File: config.mk
export PLATFORM = sky130hd
export DESIGN_NAME = bmp_stream_pixel_decoder
export DESIGN_NICKNAME = d
export VERILOG_FILES = /design/src/hdl/bspd_pkg.sv /design/src/hdl/bspd_datapath.sv /design/src/hdl/bspd_ctrl.sv /design/src/hdl/bmp_stream_pixel_decoder.sv
export VERILOG_INCLUDE_DIRS = /design/src /design/src/hdl
export SDC_FILE = /design/constraint.sdc
export NUM_CORES = 1
export LEC_CHECK = 0
export BUFFER_PORTS_ARGS = -buffer_cell sky130_fd_sc_hd__buf_2
export CORE_MARGIN = 1
export CORE_UTILIZATION = 54
export CTS_BUF_LIST = sky130_fd_sc_hd__clkbuf_8
export DETAILED_ROUTE_END_ITERATION = 8
export GPL_TIMING_DRIVEN = 0
export PLACE_DENSITY_LB_ADDON = 0.25
export SLEW_MARGIN = 20
export SYNTH_ARGS = -nofsm -noshare
export SYNTH_HDL_FRONTEND = slang
export SYNTH_SLANG_ARGS = --single-unit
File: constraint.sdc
create_clock -name clk -period 7.8 [get_ports clk]
set_clock_uncertainty 0.2 [all_clocks]
set_input_delay 2.34 -clock clk [delete_from_list [all_inputs] [get_ports clk]]
set_output_delay 2.34 -clock clk [all_outputs]
set_load 0.1 [all_outputs]
File: src/hdl/bmp_stream_pixel_decoder_defines.svh
// ----------------------------------------------------------------------------
// BMP stream decoder assertion macros
// Concurrent check wrappers; empty when SYNTH is defined.
// ----------------------------------------------------------------------------
`ifndef BMP_STREAM_PIXEL_DECODER_DEFINES_SVH
`define BMP_STREAM_PIXEL_DECODER_DEFINES_SVH

`ifndef SYNTH
`define BSPD_ASSERT(lbl, prop, msg) \
	lbl: assert property (@(posedge clk) disable iff (!arst_n) prop) else $error(msg);
`define BSPD_ASSERT_ALWAYS(lbl, prop, msg) \
	lbl: assert property (@(posedge clk) prop) else $error(msg);
`else
`define BSPD_ASSERT(lbl, prop, msg)
`define BSPD_ASSERT_ALWAYS(lbl, prop, msg)
`endif

`endif

File: src/hdl/bspd_pkg.sv
// ----------------------------------------------------------------------------
// BMP stream decoder package
// Shared constants, status codes and the controller/datapath interface types.
// ----------------------------------------------------------------------------
package bspd_pkg;

	localparam int MAX_DIM      = 8192;
	localparam int DIM_W        = $clog2(MAX_DIM + 1);
	localparam int RB_W         = DIM_W + 2;
	localparam int DS_W         = RB_W + DIM_W;
	localparam int HEADER_BYTES = 70;
	localparam int BASIC_BYTES  = 54;
	localparam int LEN_W        = 28;
	localparam logic [LEN_W-1:0] POS_MAX = 28'hFFF_FFFF;

	localparam int OFS_DSTART = 10;
	localparam int OFS_ISIZE  = 14;
	localparam int OFS_WIDTH  = 18;
	localparam int OFS_HEIGHT = 22;
	localparam int OFS_PLANES = 26;
	localparam int OFS_BPP    = 28;
	localparam int OFS_COMP   = 30;
	localparam int OFS_MASK   = 54;

	localparam logic [1:0] PH_HEADER = 2'd0;
	localparam logic [1:0] PH_BODY   = 2'd1;
	localparam logic [1:0] PH_DONE   = 2'd2;

	localparam logic [4:0] ST_OK       = 5'd0;
	localparam logic [4:0] ST_LEN      = 5'd1;
	localparam logic [4:0] ST_SIG      = 5'd2;
	localparam logic [4:0] ST_ISIZE    = 5'd3;
	localparam logic [4:0] ST_DIM_BIG  = 5'd4;
	localparam logic [4:0] ST_DIM_ZERO = 5'd5;
	localparam logic [4:0] ST_PLANES   = 5'd6;
	localparam logic [4:0] ST_BPP      = 5'd7;
	localparam logic [4:0] ST_RANGE    = 5'd8;
	localparam logic [4:0] ST_COMP     = 5'd9;
	localparam logic [4:0] ST_COMP24   = 5'd10;
	localparam logic [4:0] ST_COMP32   = 5'd11;
	localparam logic [4:0] ST_LEN_BF   = 5'd12;
	localparam logic [4:0] ST_MASK_R   = 5'd13;
	localparam logic [4:0] ST_INSIDE   = 5'd17;
	localparam logic [4:0] ST_SHORT    = 5'd18;

	localparam logic [31:0] COMP_RGB = 32'd0;
	localparam logic [31:0] COMP_BF  = 32'd3;

	typedef struct packed {
		logic accept;
		logic chk1;
		logic chk2;
		logic chk3;
		logic chkm;
		logic load_stat;
	} ctl_cmd_t;

	typedef struct packed {
		logic at_basic;
		logic at_mask;
		logic out_busy;
	} dp_sts_t;

	// byte lane of a 32-bit header field, hit when the position falls inside it
	function automatic logic lane_hit(input logic [6:0] p, input int base);
		logic [6:0] off;
		off = p - 7'(base);
		return off < 7'd4;
	endfunction

	function automatic logic [1:0] lane(input logic [6:0] p, input int base);
		logic [6:0] off;
		off = p - 7'(base);
		return off[1:0];
	endfunction

	// {ok, nonzero, byte index}
	function automatic logic [3:0] mask_sel(input logic [31:0] m);
		logic [3:0] r;
		case (m)
			32'hFF00_0000: r = 4'b1111;
			32'h00FF_0000: r = 4'b1110;
			32'h0000_FF00: r = 4'b1101;
			32'h0000_00FF: r = 4'b1100;
			32'h0000_0000: r = 4'b1000;
			default:       r = 4'b0000;
		endcase
		return r;
	endfunction

endpackage

File: src/hdl/bspd_datapath.sv
// ----------------------------------------------------------------------------
// BMP stream decoder datapath
// Header field capture, header checks, pixel assembly and the result register.
// ----------------------------------------------------------------------------
`include "bmp_stream_pixel_decoder_defines.svh"

module bspd_datapath import bspd_pkg::*; (
	input  logic             clk,
	input  logic             arst_n,
	input  ctl_cmd_t         cmd,
	output dp_sts_t          sts,
	input  logic [7:0]       file_byte,
	input  logic             cfg_wr_en,
	input  logic [LEN_W-1:0] cfg_wr_data,
	output logic             out_valid,
	input  logic             out_stall,
	output logic             is_pixel,
	output logic [7:0]       red,
	output logic [7:0]       green,
	output logic [7:0]       blue,
	output logic [7:0]       alpha,
	output logic [4:0]       status,
	output logic             final_res
);

	logic [LEN_W-1:0] flen_q;
	logic [LEN_W-1:0] pos_q;
	logic [1:0]       phase_q;
	logic [4:0]       err_q;
	logic [7:0]       sig0_q, sig1_q;
	logic [31:0]      dstart_q, isize_q, width_q, height_q, comp_q;
	logic [15:0]      planes_q, bpp_q;
	logic [31:0]      mask_q [4];
	logic [2:0]       msel_q [4];
	logic [4:0]       e1_q;
	logic [RB_W-1:0]  rb_q, wb_q, rbc_q;
	logic             bp4_q;
	logic [DS_W-1:0]  dsize_q;
	logic [DIM_W-1:0] row_q;
	logic [1:0]       sub_q;
	logic [7:0]       asm_q [3];
	logic             vld_q;

	logic [6:0]       p7;
	logic             hdr_wr;
	logic [6:0]       moff;
	logic [DIM_W-1:0] w14, h14;
	logic             bp4_c;
	logic [DIM_W+4:0] bw;
	logic [DIM_W+5:0] bw_sum;
	logic [RB_W-1:0]  rb_c, wb_c;
	logic [4:0]       e1_c, code3, codem;
	logic [32:0]      end_sum;
	logic             err8;
	logic [3:0]       ms [4];
	logic             body_hit, active, made;
	logic [1:0]       sub_last;
	logic [RB_W-1:0]  k_next;
	logic [DIM_W-1:0] row_next;
	logic [31:0]      pix;
	logic [7:0]       ch [4];
	logic [7:0]       r_c, g_c, b_c, a_c;
	logic [4:0]       stat_c;
	logic             taken;

	assign p7     = pos_q[6:0];
	assign hdr_wr = cmd.accept && phase_q == PH_HEADER && pos_q < LEN_W'(HEADER_BYTES);
	assign moff   = p7 - 7'(OFS_MASK);

	assign sts.at_basic = phase_q == PH_HEADER && pos_q == LEN_W'(BASIC_BYTES - 1);
	assign sts.at_mask  = phase_q == PH_HEADER && pos_q == LEN_W'(HEADER_BYTES - 1);
	assign sts.out_busy = vld_q && out_stall;

	// basic checks and row geometry
	assign w14    = width_q[DIM_W-1:0];
	assign h14    = height_q[DIM_W-1:0];
	assign bp4_c  = bpp_q == 16'd32;
	assign bw     = bp4_c ? {w14, 5'b0} : ({1'b0, w14, 4'b0} + {2'b0, w14, 3'b0});
	assign bw_sum = {1'b0, bw} + (DIM_W + 6)'(31);
	assign rb_c   = RB_W'({bw_sum[DIM_W+5:5], 2'b00});
	assign wb_c   = bp4_c ? {w14, 2'b00} : ({1'b0, w14, 1'b0} + {2'b0, w14});

	always_comb begin
		if (flen_q < LEN_W'(BASIC_BYTES))
			e1_c = ST_LEN;
		else if (sig0_q != 8'h42 || sig1_q != 8'h4D)
			e1_c = ST_SIG;
		else if (isize_q < 32'd40)
			e1_c = ST_ISIZE;
		else if (width_q > 32'(MAX_DIM) || height_q > 32'(MAX_DIM))
			e1_c = ST_DIM_BIG;
		else if (width_q == 32'd0 || height_q == 32'd0)
			e1_c = ST_DIM_ZERO;
		else if (planes_q != 16'd1)
			e1_c = ST_PLANES;
		else if (bpp_q != 16'd24 && bpp_q != 16'd32)
			e1_c = ST_BPP;
		else
			e1_c = ST_OK;
	end

	assign end_sum = {1'b0, dstart_q} + 33'(dsize_q);
	assign err8    = end_sum >= 33'h0_FFFF_FFFF || end_sum > 33'(flen_q);

	always_comb begin
		if (e1_q != ST_OK)
			code3 = e1_q;
		else if (err8)
			code3 = ST_RANGE;
		else if (comp_q != COMP_RGB && comp_q != COMP_BF)
			code3 = ST_COMP;
		else if (!bp4_q && comp_q != COMP_RGB)
			code3 = ST_COMP24;
		else if (bp4_q && comp_q != COMP_BF)
			code3 = ST_COMP32;
		else if (comp_q == COMP_BF && flen_q < LEN_W'(HEADER_BYTES))
			code3 = ST_LEN_BF;
		else if (dstart_q < 32'(BASIC_BYTES) && comp_q != COMP_BF)
			code3 = ST_INSIDE;
		else
			code3 = ST_OK;
	end

	always_comb begin
		for (int i = 0; i < 4; i++)
			ms[i] = mask_sel(mask_q[i]);
		if (!ms[0][3])
			codem = ST_MASK_R;
		else if (!ms[1][3])
			codem = ST_MASK_R + 5'd1;
		else if (!ms[2][3])
			codem = ST_MASK_R + 5'd2;
		else if (!ms[3][3])
			codem = ST_MASK_R + 5'd3;
		else if (dstart_q < 32'(HEADER_BYTES))
			codem = ST_INSIDE;
		else
			codem = ST_OK;
	end

	// pixel body
	assign body_hit = cmd.accept && phase_q == PH_BODY && {4'b0, pos_q} >= dstart_q;
	assign active   = rbc_q < wb_q;
	assign sub_last = bp4_q ? 2'd3 : 2'd2;
	assign made     = active && sub_q == sub_last;
	assign k_next   = rbc_q + RB_W'(1);
	assign row_next = row_q + DIM_W'(1);
	assign pix      = {file_byte, asm_q[2], asm_q[1], asm_q[0]};

	always_comb begin
		for (int i = 0; i < 4; i++)
			ch[i] = msel_q[i][2] ? pix[{msel_q[i][1:0], 3'b000} +: 8] : 8'd0;
		if (!bp4_q) begin
			// red is the byte on the wire this beat
			r_c = file_byte;
			g_c = asm_q[1];
			b_c = asm_q[0];
			a_c = 8'hFF;
		end else if (!msel_q[3][2]) begin
			r_c = ch[0];
			g_c = ch[1];
			b_c = ch[2];
			a_c = 8'hFF;
		end else if (ch[3] == 8'd0) begin
			r_c = 8'd0;
			g_c = 8'd0;
			b_c = 8'd0;
			a_c = 8'd0;
		end else begin
			r_c = ch[0];
			g_c = ch[1];
			b_c = ch[2];
			a_c = ch[3];
		end
	end

	always_comb begin
		if (err_q != ST_OK)
			stat_c = err_q;
		else if (phase_q == PH_HEADER)
			stat_c = (flen_q < LEN_W'(BASIC_BYTES)) ? ST_LEN : ST_SHORT;
		else
			stat_c = (pos_q < flen_q) ? ST_SHORT : ST_OK;
	end

	// header field capture
	always_ff @(posedge clk) begin
		if (hdr_wr) begin
			if (p7 == 7'd0)
				sig0_q <= file_byte;
			if (p7 == 7'd1)
				sig1_q <= file_byte;
			if (lane_hit(p7, OFS_DSTART))
				dstart_q[{lane(p7, OFS_DSTART), 3'b000} +: 8] <= file_byte;
			if (lane_hit(p7, OFS_ISIZE))
				isize_q[{lane(p7, OFS_ISIZE), 3'b000} +: 8] <= file_byte;
			if (lane_hit(p7, OFS_WIDTH))
				width_q[{lane(p7, OFS_WIDTH), 3'b000} +: 8] <= file_byte;
			if (lane_hit(p7, OFS_HEIGHT))
				height_q[{lane(p7, OFS_HEIGHT), 3'b000} +: 8] <= file_byte;
			if (p7 == 7'(OFS_PLANES))
				planes_q[7:0] <= file_byte;
			if (p7 == 7'(OFS_PLANES + 1))
				planes_q[15:8] <= file_byte;
			if (p7 == 7'(OFS_BPP))
				bpp_q[7:0] <= file_byte;
			if (p7 == 7'(OFS_BPP + 1))
				bpp_q[15:8] <= file_byte;
			if (lane_hit(p7, OFS_COMP))
				comp_q[{lane(p7, OFS_COMP), 3'b000} +: 8] <= file_byte;
			if (moff < 7'd16)
				mask_q[moff[3:2]][{moff[1:0], 3'b000} +: 8] <= file_byte;
		end
		if (cmd.chk1) begin
			e1_q  <= e1_c;
			rb_q  <= rb_c;
			wb_q  <= wb_c;
			bp4_q <= bp4_c;
		end
		if (cmd.chk2)
			dsize_q <= rb_q * h14;
		if (cmd.chkm)
			for (int i = 0; i < 4; i++)
				msel_q[i] <= ms[i][2:0];
		if (body_hit && active && sub_q != 2'd3)
			asm_q[sub_q] <= file_byte;
	end

	// decode state
	always_ff @(posedge clk or negedge arst_n) begin
		if (!arst_n) begin
			flen_q  <= '0;
			pos_q   <= '0;
			phase_q <= PH_HEADER;
			err_q   <= ST_OK;
			rbc_q   <= '0;
			row_q   <= '0;
			sub_q   <= '0;
		end else begin
			if (cfg_wr_en)
				flen_q <= cfg_wr_data;
			if (cmd.load_stat) begin
				pos_q   <= '0;
				phase_q <= PH_HEADER;
				err_q   <= ST_OK;
				rbc_q   <= '0;
				row_q   <= '0;
				sub_q   <= '0;
			end
			if (cmd.chk3 && !(code3 == ST_OK && comp_q == COMP_BF)) begin
				err_q   <= code3;
				phase_q <= (code3 != ST_OK) ? PH_DONE : PH_BODY;
			end
			if (cmd.chkm) begin
				err_q   <= codem;
				phase_q <= (codem != ST_OK) ? PH_DONE : PH_BODY;
			end
			if (cmd.accept && pos_q != POS_MAX)
				pos_q <= pos_q + LEN_W'(1);
			if (body_hit) begin
				if (active)
					sub_q <= made ? 2'd0 : sub_q + 2'd1;
				if (k_next >= rb_q) begin
					rbc_q <= '0;
					sub_q <= '0;
					row_q <= row_next;
					if ({{(32-DIM_W){1'b0}}, row_next} >= height_q)
						phase_q <= PH_DONE;
				end else begin
					rbc_q <= k_next;
				end
			end
		end
	end

	// result register
	assign taken = vld_q && !out_stall;

	always_ff @(posedge clk or negedge arst_n) begin
		if (!arst_n)
			vld_q <= 1'b0;
		else if ((body_hit && made) || cmd.load_stat)
			vld_q <= 1'b1;
		else if (taken)
			vld_q <= 1'b0;
	end

	always_ff @(posedge clk) begin
		if (body_hit && made) begin
			is_pixel  <= 1'b1;
			red       <= r_c;
			green     <= g_c;
			blue      <= b_c;
			alpha     <= a_c;
			status    <= ST_OK;
			final_res <= 1'b0;
		end else if (cmd.load_stat) begin
			is_pixel  <= 1'b0;
			red       <= 8'd0;
			green     <= 8'd0;
			blue      <= 8'd0;
			alpha     <= 8'd0;
			status    <= stat_c;
			final_res <= 1'b1;
		end
	end

	assign out_valid = vld_q;

	`BSPD_ASSERT(a_rearm, cmd.load_stat |=> (phase_q == PH_HEADER && pos_q == '0), "rearm missed")
	`BSPD_ASSERT(a_body_clean, (phase_q == PH_BODY) |-> (err_q == ST_OK), "body with error")
	`BSPD_ASSERT(a_out_hold, (vld_q && out_stall) |=> (vld_q && $stable(status)), "beat changed")

endmodule

File: src/hdl/bspd_ctrl.sv
// ----------------------------------------------------------------------------
// BMP stream decoder controller
// Sequences byte intake, the header check steps and the closing status beat.
// ----------------------------------------------------------------------------
`include "bmp_stream_pixel_decoder_defines.svh"

module bspd_ctrl import bspd_pkg::*; (
	input  logic     clk,
	input  logic     arst_n,
	input  logic     in_valid,
	input  logic     end_of_file,
	output logic     in_stall,
	input  dp_sts_t  sts,
	output ctl_cmd_t cmd
);

	localparam logic [2:0] S_RUN  = 3'd0;
	localparam logic [2:0] S_C1   = 3'd1;
	localparam logic [2:0] S_C2   = 3'd2;
	localparam logic [2:0] S_C3   = 3'd3;
	localparam logic [2:0] S_CM   = 3'd4;
	localparam logic [2:0] S_STAT = 3'd5;

	logic [2:0] state_q, state_d;
	logic       eof_q;

	assign in_stall      = state_q != S_RUN || sts.out_busy;
	assign cmd.accept    = in_valid && !in_stall;
	assign cmd.chk1      = state_q == S_C1;
	assign cmd.chk2      = state_q == S_C2;
	assign cmd.chk3      = state_q == S_C3;
	assign cmd.chkm      = state_q == S_CM;
	assign cmd.load_stat = state_q == S_STAT && !sts.out_busy;

	always_comb begin
		state_d = state_q;
		case (state_q)
			S_RUN: begin
				if (cmd.accept) begin
					if (sts.at_basic)
						state_d = S_C1;
					else if (sts.at_mask)
						state_d = S_CM;
					else if (end_of_file)
						state_d = S_STAT;
				end
			end
			S_C1: state_d = S_C2;
			S_C2: state_d = S_C3;
			S_C3: state_d = eof_q ? S_STAT : S_RUN;
			S_CM: state_d = eof_q ? S_STAT : S_RUN;
			S_STAT: begin
				if (!sts.out_busy)
					state_d = S_RUN;
			end
			default: state_d = S_RUN;
		endcase
	end

	always_ff @(posedge clk or negedge arst_n) begin
		if (!arst_n) begin
			state_q <= S_RUN;
			eof_q   <= 1'b0;
		end else begin
			state_q <= state_d;
			// hold the end mark across the check steps
			if (cmd.accept)
				eof_q <= end_of_file;
		end
	end

	`BSPD_ASSERT_ALWAYS(a_cmd_excl, $onehot0({cmd.accept, cmd.chk1, cmd.chk2, cmd.chk3, cmd.chkm, cmd.load_stat}), "command overlap")
	`BSPD_ASSERT(a_chk_seq, (state_q == S_C1) |=> (state_q == S_C2), "check step skipped")
	`BSPD_ASSERT(a_eof_stat, (cmd.accept && end_of_file && !sts.at_basic && !sts.at_mask) |=> (state_q == S_STAT), "status beat missed")

endmodule

File: src/hdl/bmp_stream_pixel_decoder.sv
// ----------------------------------------------------------------------------
// BMP stream pixel decoder
// One file byte per beat in; RGBA pixels and one closing status beat out.
// Throughput: one byte per cycle, except while the header checks after bytes 53 and 69 or a stalled result hold intake.
// A pixel is registered and shows in the cycle after its last byte; the status beat is loaded
// in S_STAT once the output is free, after the header checks if the end falls on byte 53 or 69.
// The end-of-file status holds intake in S_STAT before the next file starts.
// Reset (arst_n low) clears file_length, position, phase and the result valid.
// ----------------------------------------------------------------------------
module bmp_stream_pixel_decoder import bspd_pkg::*; (
	input  logic             clk,
	input  logic             arst_n,
	input  logic             cfg_wr_en,
	input  logic [LEN_W-1:0] cfg_wr_data,
	input  logic             in_valid,
	output logic             in_stall,
	input  logic [7:0]       file_byte,
	input  logic             end_of_file,
	output logic             out_valid,
	input  logic             out_stall,
	output logic             is_pixel,
	output logic [7:0]       red,
	output logic [7:0]       green,
	output logic [7:0]       blue,
	output logic [7:0]       alpha,
	output logic [4:0]       status,
	output logic             final_res
);

	ctl_cmd_t cmd;
	dp_sts_t  sts;

	bspd_ctrl u_ctrl (
		.clk         (clk),
		.arst_n      (arst_n),
		.in_valid    (in_valid),
		.end_of_file (end_of_file),
		.in_stall    (in_stall),
		.sts         (sts),
		.cmd         (cmd)
	);

	bspd_datapath u_dp (
		.clk         (clk),
		.arst_n      (arst_n),
		.cmd         (cmd),
		.sts         (sts),
		.file_byte   (file_byte),
		.cfg_wr_en   (cfg_wr_en),
		.cfg_wr_data (cfg_wr_data),
		.out_valid   (out_valid),
		.out_stall   (out_stall),
		.is_pixel    (is_pixel),
		.red         (red),
		.green       (green),
		.blue        (blue),
		.alpha       (alpha),
		.status      (status),
		.final_res   (final_res)
	);

endmodule
; Word-level counts from Yosys, hierarchy flattened
; Memories as Yosys holds them, arrays and structs flattened.
; Index checks and enable logic that the tools add are counted.
[word_totals]
regBits = 411
word_cells = 306
input_bits = 42
mem_bits_rw = 164
out_inout_bits = 41
memories = 3
[mem_list]
columns = memory, depth, width, rd, rd_clocked_by_memory_dff, wr, line
row1 = u_dp.mask_q, 4, 32, 4, 0, 1, bspd_datapath.sv:33  ; logic [31:0] mask_q [4];
row2 = u_dp.asm_q, 3, 8, 3, 0, 1, bspd_datapath.sv:41  ; logic [7:0] asm_q [3];
row3 = u_dp.msel_q, 4, 3, 4, 0, 4, bspd_datapath.sv:34  ; logic [2:0] msel_q [4];
[classes]
n_lt_le_gt_ge = 21
mul = 1
muxes = 95
shift = 16
add_sub_neg = 20
n_reduce_logical = 71
n_eq_ne = 43
[ops]
columns = op, n
row1 = $logic_not A32 Y1, 6
row2 = $shift A8 B7 Y32 const A, 6
row3 = $shiftx A8 B7 Y32, 6
row4 = $mux W8, 21
row5 = $bwmux W32, 5
row6 = $eq A32 B16 Y1 const B, 4
row7 = $eq A32 B24 Y1 const B, 4
row8 = $eq A32 B32 Y1 const B, 4
row9 = $eq A32 B8 Y1 const B, 4
row10 = $shiftx A32 B6 Y8, 4
row11 = $mux W5, 19
row12 = $pmux W4 S5, 4
row13 = $gt A32 B14 Y1 const B, 2
row14 = $lt A32 B6 Y1 const B, 2
row15 = $mux W16, 4
row16 = $lt A28 B7 Y1 const B, 2
row17 = $mux W28, 2
row18 = $mux W14, 3
row19 = $neg A5 Y7, 6
row20 = $lt A7 B3 Y1 const B, 5
row21 = $add A32 B30 Y33, 1
row22 = $ge A33 B32 Y1 const B, 1
row23 = $gt A33 B28 Y1, 1
row24 = $eq A32 B2 Y1 const B, 1
row25 = other kinds (61), 150

; Logic depth before layout (Yosys ltp)
; Gate-level depths: netlist of run 1.
[depth]
ltp_word = 18
ltp_mapped = 25
ltp_nobuf = 24

; Modules after synthesis
; A second synthesis of run 1 with hierarchy kept.
[unflattened]
hier_cells = 3103
hier_area_um2 = 34999.8
[modules_own_cells]
columns = mod, instances, area_each_um2, cells_each, seq_area_each_um2
row1 = bspd_datapath, 1, 34675.8, 3067, 16445.8
row2 = bspd_ctrl, 1, 324.1, 36, 100.1

; Worst setup path before layout of run 1
; No wires, ideal clock.
[synth_timing]
kind = reg2reg
startpoint = register u_dp.height_q[4]
endpoint = register u_dp.dsize_q[28], data pin
synth_period_minus_slack_ns = 6.641
path_stages_with_launch = 23
setup_slack_ns = 1.159
n_path_buf = 1
required_ns = 7.342
arrival_ns = 6.184
setup_time_ns = 0.258
cell_sequence = edfxtp_1 -> clkbuf_1 -> nand2_1 -> fa_1 -> inv_1 -> fa_1 -> inv_1 -> fa_1 -> inv_1 -> fa_1 -> fa_1 -> fa_1 -> ha_1 -> a21o_1 -> a21o_1 -> a41oi_1 -> o21ai_1 -> a211oi_1 -> nor4_1 -> o41a_1 -> o21a_1 -> nor2_1 -> xnor2_1
[synth_between]
elab_chain_cells = 1
[synth_lines]
columns = element, line
row1 = start: declaration, bspd_datapath.sv:31  ; logic [31:0] dstart_q, isize_q, width_q, height_q, comp_q;
row2 = start signal: indexed assignment, bspd_datapath.sv:200  ; height_q[{lane(p7, OFS_HEIGHT), 3'b000} +: 8] <= file_byte;
row3 = $mul A14 B14 Y28, bspd_datapath.sv:221  ; dsize_q <= rb_q * h14;
row4 = end signal: assignment, bspd_datapath.sv:221
row5 = end: declaration, bspd_datapath.sv:38  ; logic [DS_W-1:0] dsize_q;
; Every way passes these cells.
; A chain may end at the register's enable or synchronous reset.

; Final worst setup path of run 1
[layout_timing]
startpoint = register u_dp.rb_q[6]
endpoint = register u_dp.dsize_q[28], data pin
[layout_between]
elab_chain_cells = 1
[layout_lines]
columns = element, line
row1 = start: declaration, bspd_datapath.sv:36  ; logic [RB_W-1:0] rb_q, wb_q, rbc_q;
row2 = start signal: assignment, bspd_datapath.sv:216  ; rb_q <= rb_c;
row3 = $mul A14 B14 Y28, bspd_datapath.sv:221
; Every way passes these cells.

==> results of run 1 <==
critical path, delay by kind of cell (launching register included):
| family | cells | cell delay, ps |
|---|---|---|
| compound gates | 6 | 1720 |
| buf+inv | 6 | 810 |
| fa+ha+maj | 7 | 3090 |
| simple gates | 4 | 810 |
| xor+xnor | 1 | 70 |
| flops | 1 | 500 |
final cells by class:
cell class	count	area (sq um)	share of cell area, %
tap	846	1060	2.78
sequential	570	16500	43.4
inverter	305	1140	3.00
buffer	88	338	0.886
timing repair buffer	93	520	1.36
multi-input combinational	2144	16800	43.9
clock buffer	97	1340	3.50
clock inverter	72	442	1.16
registers in the layout, indices dropped and copies added (netlist names), 16 cells and up:
name	flops
u_dp.mask_q	128
u_dp.comp_q	32
u_dp.dstart_q	32
u_dp.height_q	32
u_dp.width_q	32
u_dp.isize_q	29
u_dp.dsize_q	28
u_dp.flen_q	28
u_dp.pos_q	28
u_dp.asm_q	24
u_dp.bpp_q	16
u_dp.planes_q	16
u_dp.rbc_q	16
u_dp.wb_q	16
power groups by stage:
| stage | Combinational, mW | Clock [mW] | Sequential (mW) |
|---|---|---|---|
| floorplan | 5.58 | 0 | 4.49 |
| global placement | 7.90 | 0 | 4.22 |
| detailed placement | 8.09 | 0 | 4.21 |
| CTS | 8.20 | 2.52 | 4.15 |
| global route | 9.17 | 2.65 | 4.19 |
| finish | 8.24 | 2.50 | 4.17 |
repair_timing:
action	4_1_cts	5_1_grt
setup endpoints to repair	0	2
resized for setup	0	8
setup buffers	0	0
through the flow:
step | std cells | hold slack (ps)
final | 4215 | 246
after global routing | 4215 | 279
after CTS | 4218 | 244
after detailed placement | 4049 | 236
after global placement | 4037 | 231
after floorplan | 3110 | 287
routing by layer:
layer	routed length (microns)	global-route usage (%)
met1	39400	39.9
met2	42800	45.0
met3	8550	6.16
met4	3990	11.7
met5	0	0
synth_stat cells (70+ instances only):
library cell    n
nand3_1        92
o21ai_0       138
and2_1         73
inv_1         303
ha_1          283
dfrtp_1       100
nor2_1        244
edfxtp_1      463
nand4_1        76
xnor2_1        70
a21o_1         75
clkbuf_1       75
nor4_1         71
fa_1          143
a21oi_1       131
nand2_1       291
cell families (layout without fill, tap and decap cells):
kind of cell               count (synthesis)  after routing  synth area share (%)
AOI/OAI and AO/OA                        517            517                  9.58
xor gates and xnor gates                 104            104                  2.63
adders and majority gates                426            426                  18.5
buffers and inverters                    396            655                  4.29
DFF                                      570            570                  47.7
muxes                                     39             39                  2.29
and+or+nand+nor                         1058           1058                  15.0
path summary, 6_finish.rpt:
kind | start | to | slack [ps] | depth (start not counted)
setup reg to reg | u_dp.rb_q[6] | u_dp.dsize_q[28] | 380 | 24
min in group asynchronous | arst_n | u_dp.row_q[3] | 1330 | 1
max in group asynchronous | arst_n | u_dp.flen_q[0] | 5360 | 2
setup / recovery | u_dp.rb_q[6] | u_dp.dsize_q[28] | 380 | 24
hold / removal | u_dp.is_pixel | u_dp.is_pixel | 250 | 2
hold reg to reg | u_dp.is_pixel | u_dp.is_pixel | 250 | 2
==> impl_metrics.yaml, run 1 <==
power_and_ir_drop:
  peakVddDrop_v: 0.000734
  p_total_mw: 14.9
  swShare_pct: 43.5
  p_seq_share_pct: 27.9
  p_switching_mw: 6.48
  p_per_area_nw_per_um2: 391
  power_frac_comb_pct: 55.3
  intPower_mw: 8.43
  clockPowerShare_pct: 16.8
  leakage_nw: 16.0
routing:
  vias: 25092
  first_pass_iters: 6
  antenna_left: 0
  drt_iter0_markers: 2477
  totalWireLength_microns: 94800
  drcViolationCount: 0
  viasPerCell: 5.95
  post_drt_wl_per_cell_microns: 22.5
synth:
  synth_seq_cells: 570
  synthArstFlopShare_pct: 17.5
  avgSynthCellArea_sq_um: 11.2
  syn_nets: 3578
  postSynthCellCount: 3110
  yosys.area.top_type: "edfxtp_1"
  ys_seq_area_share_pct: 47.7
  synth_cell_type_count: 80
  synth_top_area_share_pct: 40.1
  synth_area_leaders: "edfxtp_1, ha_1, fa_1"
  ys.flop_type: "edfxtp_1"
  synth-edff-count: 463
  syn_area_sq_um: 34700
  ys_warn_count: 0
layout:
  fillCellCount: 5199
  final_common_cell: "edfxtp_1"
  final_util_pct: 60.2
  area_growth_pct: 9.94
  layout_common_cells: "edfxtp_1, inv_1, nand2_1"
  fin_nets: 3762
  drive_gt1_share_pct: 8.93
  finish.instance_area_sq_um: 38100
  diodes: 0
global_route:
  antenna_found_initial: 1
  grt_overflow: 0
  grt_max_degree: 75
  first_global_vias: 24888
  grtUsageTotal_pct: 29.0
  grt_pass1_wl_microns: 145000
status:
  outcome: "finished, final reports clean"
sta:
  hold_violations: 0
  rsz0062_at_grt: "no"
  finalCriticalPeriod_ps: 7420
  fin_crit_sh_pct: 95.2
  setup_viol: 0
  fmax_mhz: 135
  slew_headroom_pct: 37.9
  fin_tns_setup_ps: 0
  fin_ws_ps: 377
  tightest_slew_ps: 923
  drv_slew: 0
worst_setup_path:
  crit_type: "flip-flop to flip-flop"
  critPathSlowestCell: "fa_1"
  critPathLaunchType: "flip-flop"
  max_stage_delay_ps: 550
  worstSetupEndpointType: "flip-flop"
  cp_cell_sequence: "clkbuf_1 > nand2_1 > fa_1 > inv_1 > fa_1 > inv_1 > fa_1 > inv_1 > ha_1 > inv_1 > fa_1 > inv_1 > fa_1 > ha_1 > or3_1 > o21bai_1 > a41oi_1 > o21ai_1 > a211oi_1 > nor4_1 > o41a_1 > o21a_1 > nor2_1 > xnor2_1"
  crit_required_ps: 8050
  crit_arrival_ps: 7670
  cp_max_fo: 10
clock_network:
  clockBufferDepth: 3
  cts_buffers: 92
  clock_tree.root_cell: "clkbuf_8"
  clock_sinks: 570
  htree_levels: 3
  clk_latency_ps: 710
  ctsHoldBuffers: 0
  cts_tree: "built"
  path_clk_slew_ps: 60
floorplanning:
  die_h_microns: 255
  die_area_sq_um: 65300
  start_util_pct: 54.8
  die_w_microns: 255
  core_area_sq_um: 63300
  num_rows: 92
  ioPinCount: 83
placed_design:
  dp_hpwl_microns: 70900
  dpl_worst_slack_ps: 250
  place_area_sq_um: 36400
  port_buffers: 81
  gp_congestion: 0.983
flow_run:
  maxCapViolCount: 0
hold_path:
  hold_path_class: "flip-flop to flip-flop"
Note: power is estimated with default switching activity, not from simulation.
==> run 2: changes to the inputs <==
--- a/config.mk
+++ b/config.mk
@@ -6,11 +6,11 @@
 export SDC_FILE = /design/constraint.sdc
 export NUM_CORES = 1
 export LEC_CHECK = 0
-export BUFFER_PORTS_ARGS = -buffer_cell sky130_fd_sc_hd__buf_2
-export CORE_MARGIN = 1
+export CORE_MARGIN = 2
 export CORE_UTILIZATION = 54
 export CTS_BUF_LIST = sky130_fd_sc_hd__clkbuf_8
 export DETAILED_ROUTE_END_ITERATION = 8
+export DONT_BUFFER_PORTS = 1
 export GPL_TIMING_DRIVEN = 0
 export PLACE_DENSITY_LB_ADDON = 0.25
 export SLEW_MARGIN = 20
==> run 2 against run 1 <==
Effect of this change:
- worst setup slack worse by 87 ps
- hold slack improved by 93 ps
- non-clock buffer count is 81 lower
- global-route usage down 0.24 points
- die area rose by 1.6%
- cell count down 2.0%
- wire length decreased by 0.22%
- clock power about the same
- sequential cell count did not move
- critical path depth decreased by 2
- combinational power shrank 4.9%
- first-iteration DRC count is 7.1% higher
- largest cell class unchanged
==> impl_metrics.yaml, run 2 (synthesis gave the netlist of run 1 again) <==
worst_setup_path:
  crit_arrival_ps: 7750
  crit_required_ps: 8040
  critPathLaunch: "u_dp.rb_q[9]"
  worstSetupEndpointType: "flip-flop"
  cp_num_cells: 22
  cp_max_fo: 10
  cp_cell_sequence: "clkbuf_1 > nand2_1 > fa_1 > inv_1 > fa_1 > inv_1 > fa_1 > inv_1 > fa_1 > fa_1 > fa_1 > ha_1 > a21o_1 > a21o_1 > a41oi_1 > o21ai_1 > a211oi_1 > nor4_1 > o41a_1 > o21a_1 > nor2_1 > xnor2_1"
  crit_type: "flip-flop to flip-flop"
  max_stage_delay_ps: 630
  crit_end: "u_dp.dsize_q[28]"
  critical-path-top-delay-family: "adder cells"
  r2r_setup_slack_ps: 290
  path_common_cell: "fa_1"
  rr_startpoint: "u_dp.rb_q[9]"
  cp.buffers_inverters: 4
  critPathSlowestCell: "clkbuf_1"
  r2r-end: "u_dp.dsize_q[28]"
  critPathLaunchType: "flip-flop"
  worst_r2r_path_depth: 22
power_and_ir_drop:
  swShare_pct: 43.5
  power_frac_comb_pct: 52.7
  clockPowerShare_pct: 16.9
  leakage_nw: 15.7
  p_seq_share_pct: 30.4
  p_per_area_nw_per_um2: 394
  p_switching_mw: 6.46
  peakVddDrop_v: 0.000664
  intPower_mw: 8.40
layout:
  fin_nets: 3679
  area_growth_pct: 8.66
  layout_common_cells: "edfxtp_1, inv_1, nand2_1"
  final_common_cell: "edfxtp_1"
  drive_gt1_share_pct: 6.43
  fillCellCount: 5217
  largest_register_ffs: 128
sta:
  holdWs_ps: 339
  fmax_mhz: 133
  slew_headroom_pct: 21.4
  finalCriticalPeriod_ps: 7510
  fin_tns_setup_ps: 0
  tightest_slew_ps: 1170
  hold_violations: 0
  fin_crit_sh_pct: 96.3
  setup_viol: 0
  drv_slew: 0
  rsz0062_at_grt: "no"
routing:
  drt_iter0_markers: 2653
  post_drt_wl_per_cell_microns: 22.9
  antenna_left: 0
  drcViolationCount: 0
  viasPerCell: 6.04
  first_pass_iters: 6
  totalWireLength_microns: 94500
  vias: 24949
global_route:
  grt_overflow: 0
  first_global_vias: 24818
  grt_max_degree: 101
  antenna_found_initial: 2
  grtUsageTotal_pct: 28.8
  grt_pass1_wl_microns: 145000
clock_network:
  clock_tree.root_cell: "clkbuf_8"
  clockBufferDepth: 3
  cts_buffers: 90
  htree_levels: 3
  ctsHoldBuffers: 0
  clock_sinks: 570
  clk_latency_ps: 740
  postCtsSetupBuffers: 0
  path_clk_slew_ps: 60
  cts_resized: 0
  cts_tree: "built"
placed_design:
  dp_hpwl_microns: 70600
  gp_congestion: 0.985
  port_buffers: 0
floorplanning:
  die_area_sq_um: 66300
  num_rows: 92
  start_util_pct: 54.8
  die_w_microns: 257
  ioPinCount: 83
  die_h_microns: 257
  core_area_sq_um: 63300
status:
  outcome: "finished, final reports clean"
hold_path:
  hold_path_class: "flip-flop to flip-flop"
  hp-start: "u_dp.row_q[13]"
flow_run:
  maxCapViolCount: 0
[run 2: cell count changes in the layout (fill, tap and decap cells not counted), sizes merged]
| cell | delta |
|---|---|
| diode | +1 |
| buf | -83 |
| clkinvlp | +1 |
| clkinv | -6 |
| bufinv | +1 |
[run 2: layout make-up]
type                    count  area, sq um  share of cell area, %
inverters                 305         1140                   3.04
diodes                      1         2.50                0.00664
multi-input cells        2144        16700                   44.4
clock inverters            68          465                   1.23
well taps                 846         1060                   2.81
plain buffers              90          344                  0.913
flip-flops and latches    570        16500                   43.9
repair buffers             10         76.3                  0.202
clock buffers              95         1310                   3.47
[run 2: how the worst min path moves through the flow]
stage	endpoint	slack, ps	cells past startpoint
after floorplan	u_dp.row_q[13]	290	2
after global placement	u_dp.row_q[13]	300	2
after detailed placement	u_dp.row_q[13]	320	2
after CTS	u_dp.row_q[13]	340	2
after global routing	u_dp.row_q[13]	380	2
final	u_dp.row_q[13]	340	2
[run 2: power groups by stage]
stage | sequential [mW] | combinational [mW] | clock [mW]
global placement | 4.57 | 7.44 | 0
finish | 4.51 | 7.84 | 2.51
floorplan | 4.49 | 5.58 | 0
global route | 4.53 | 8.73 | 2.68
CTS | 4.51 | 7.77 | 2.55
detailed placement | 4.56 | 7.68 | 0
[run 2: through the flow]
step	std cells	area (sq um)	power [mW]	util, %	setup WS (ps)
2_1_floorplan	3110	34700	10.1	-	1160
3_3_place_gp	3956	35700	12.0	56.5	297
3_5_place_dp	3966	35900	12.2	56.7	276
4_1_cts	4129	37700	14.8	59.5	263
5_1_grt	4129	37700	15.9	59.5	30.2
6_report	4129	37700	14.9	59.5	290
[run 2: routing by layer]
metal | vias up | wire length, microns | global-route usage [%]
met5 | - | 0 | 0
met4 | 0 | 4320 | 12.2
met3 | 233 | 7920 | 5.69
met2 | 1146 | 42600 | 44.6
met1 | 12217 | 39700 | 39.7
li1 | 11353 | - | -
[run 2: worst min-delay path: cells and delay by family, from the launching register on]
family           cells  cell delay (ps)
flip-flops           1              360
AND/OR/NAND/NOR      2              150
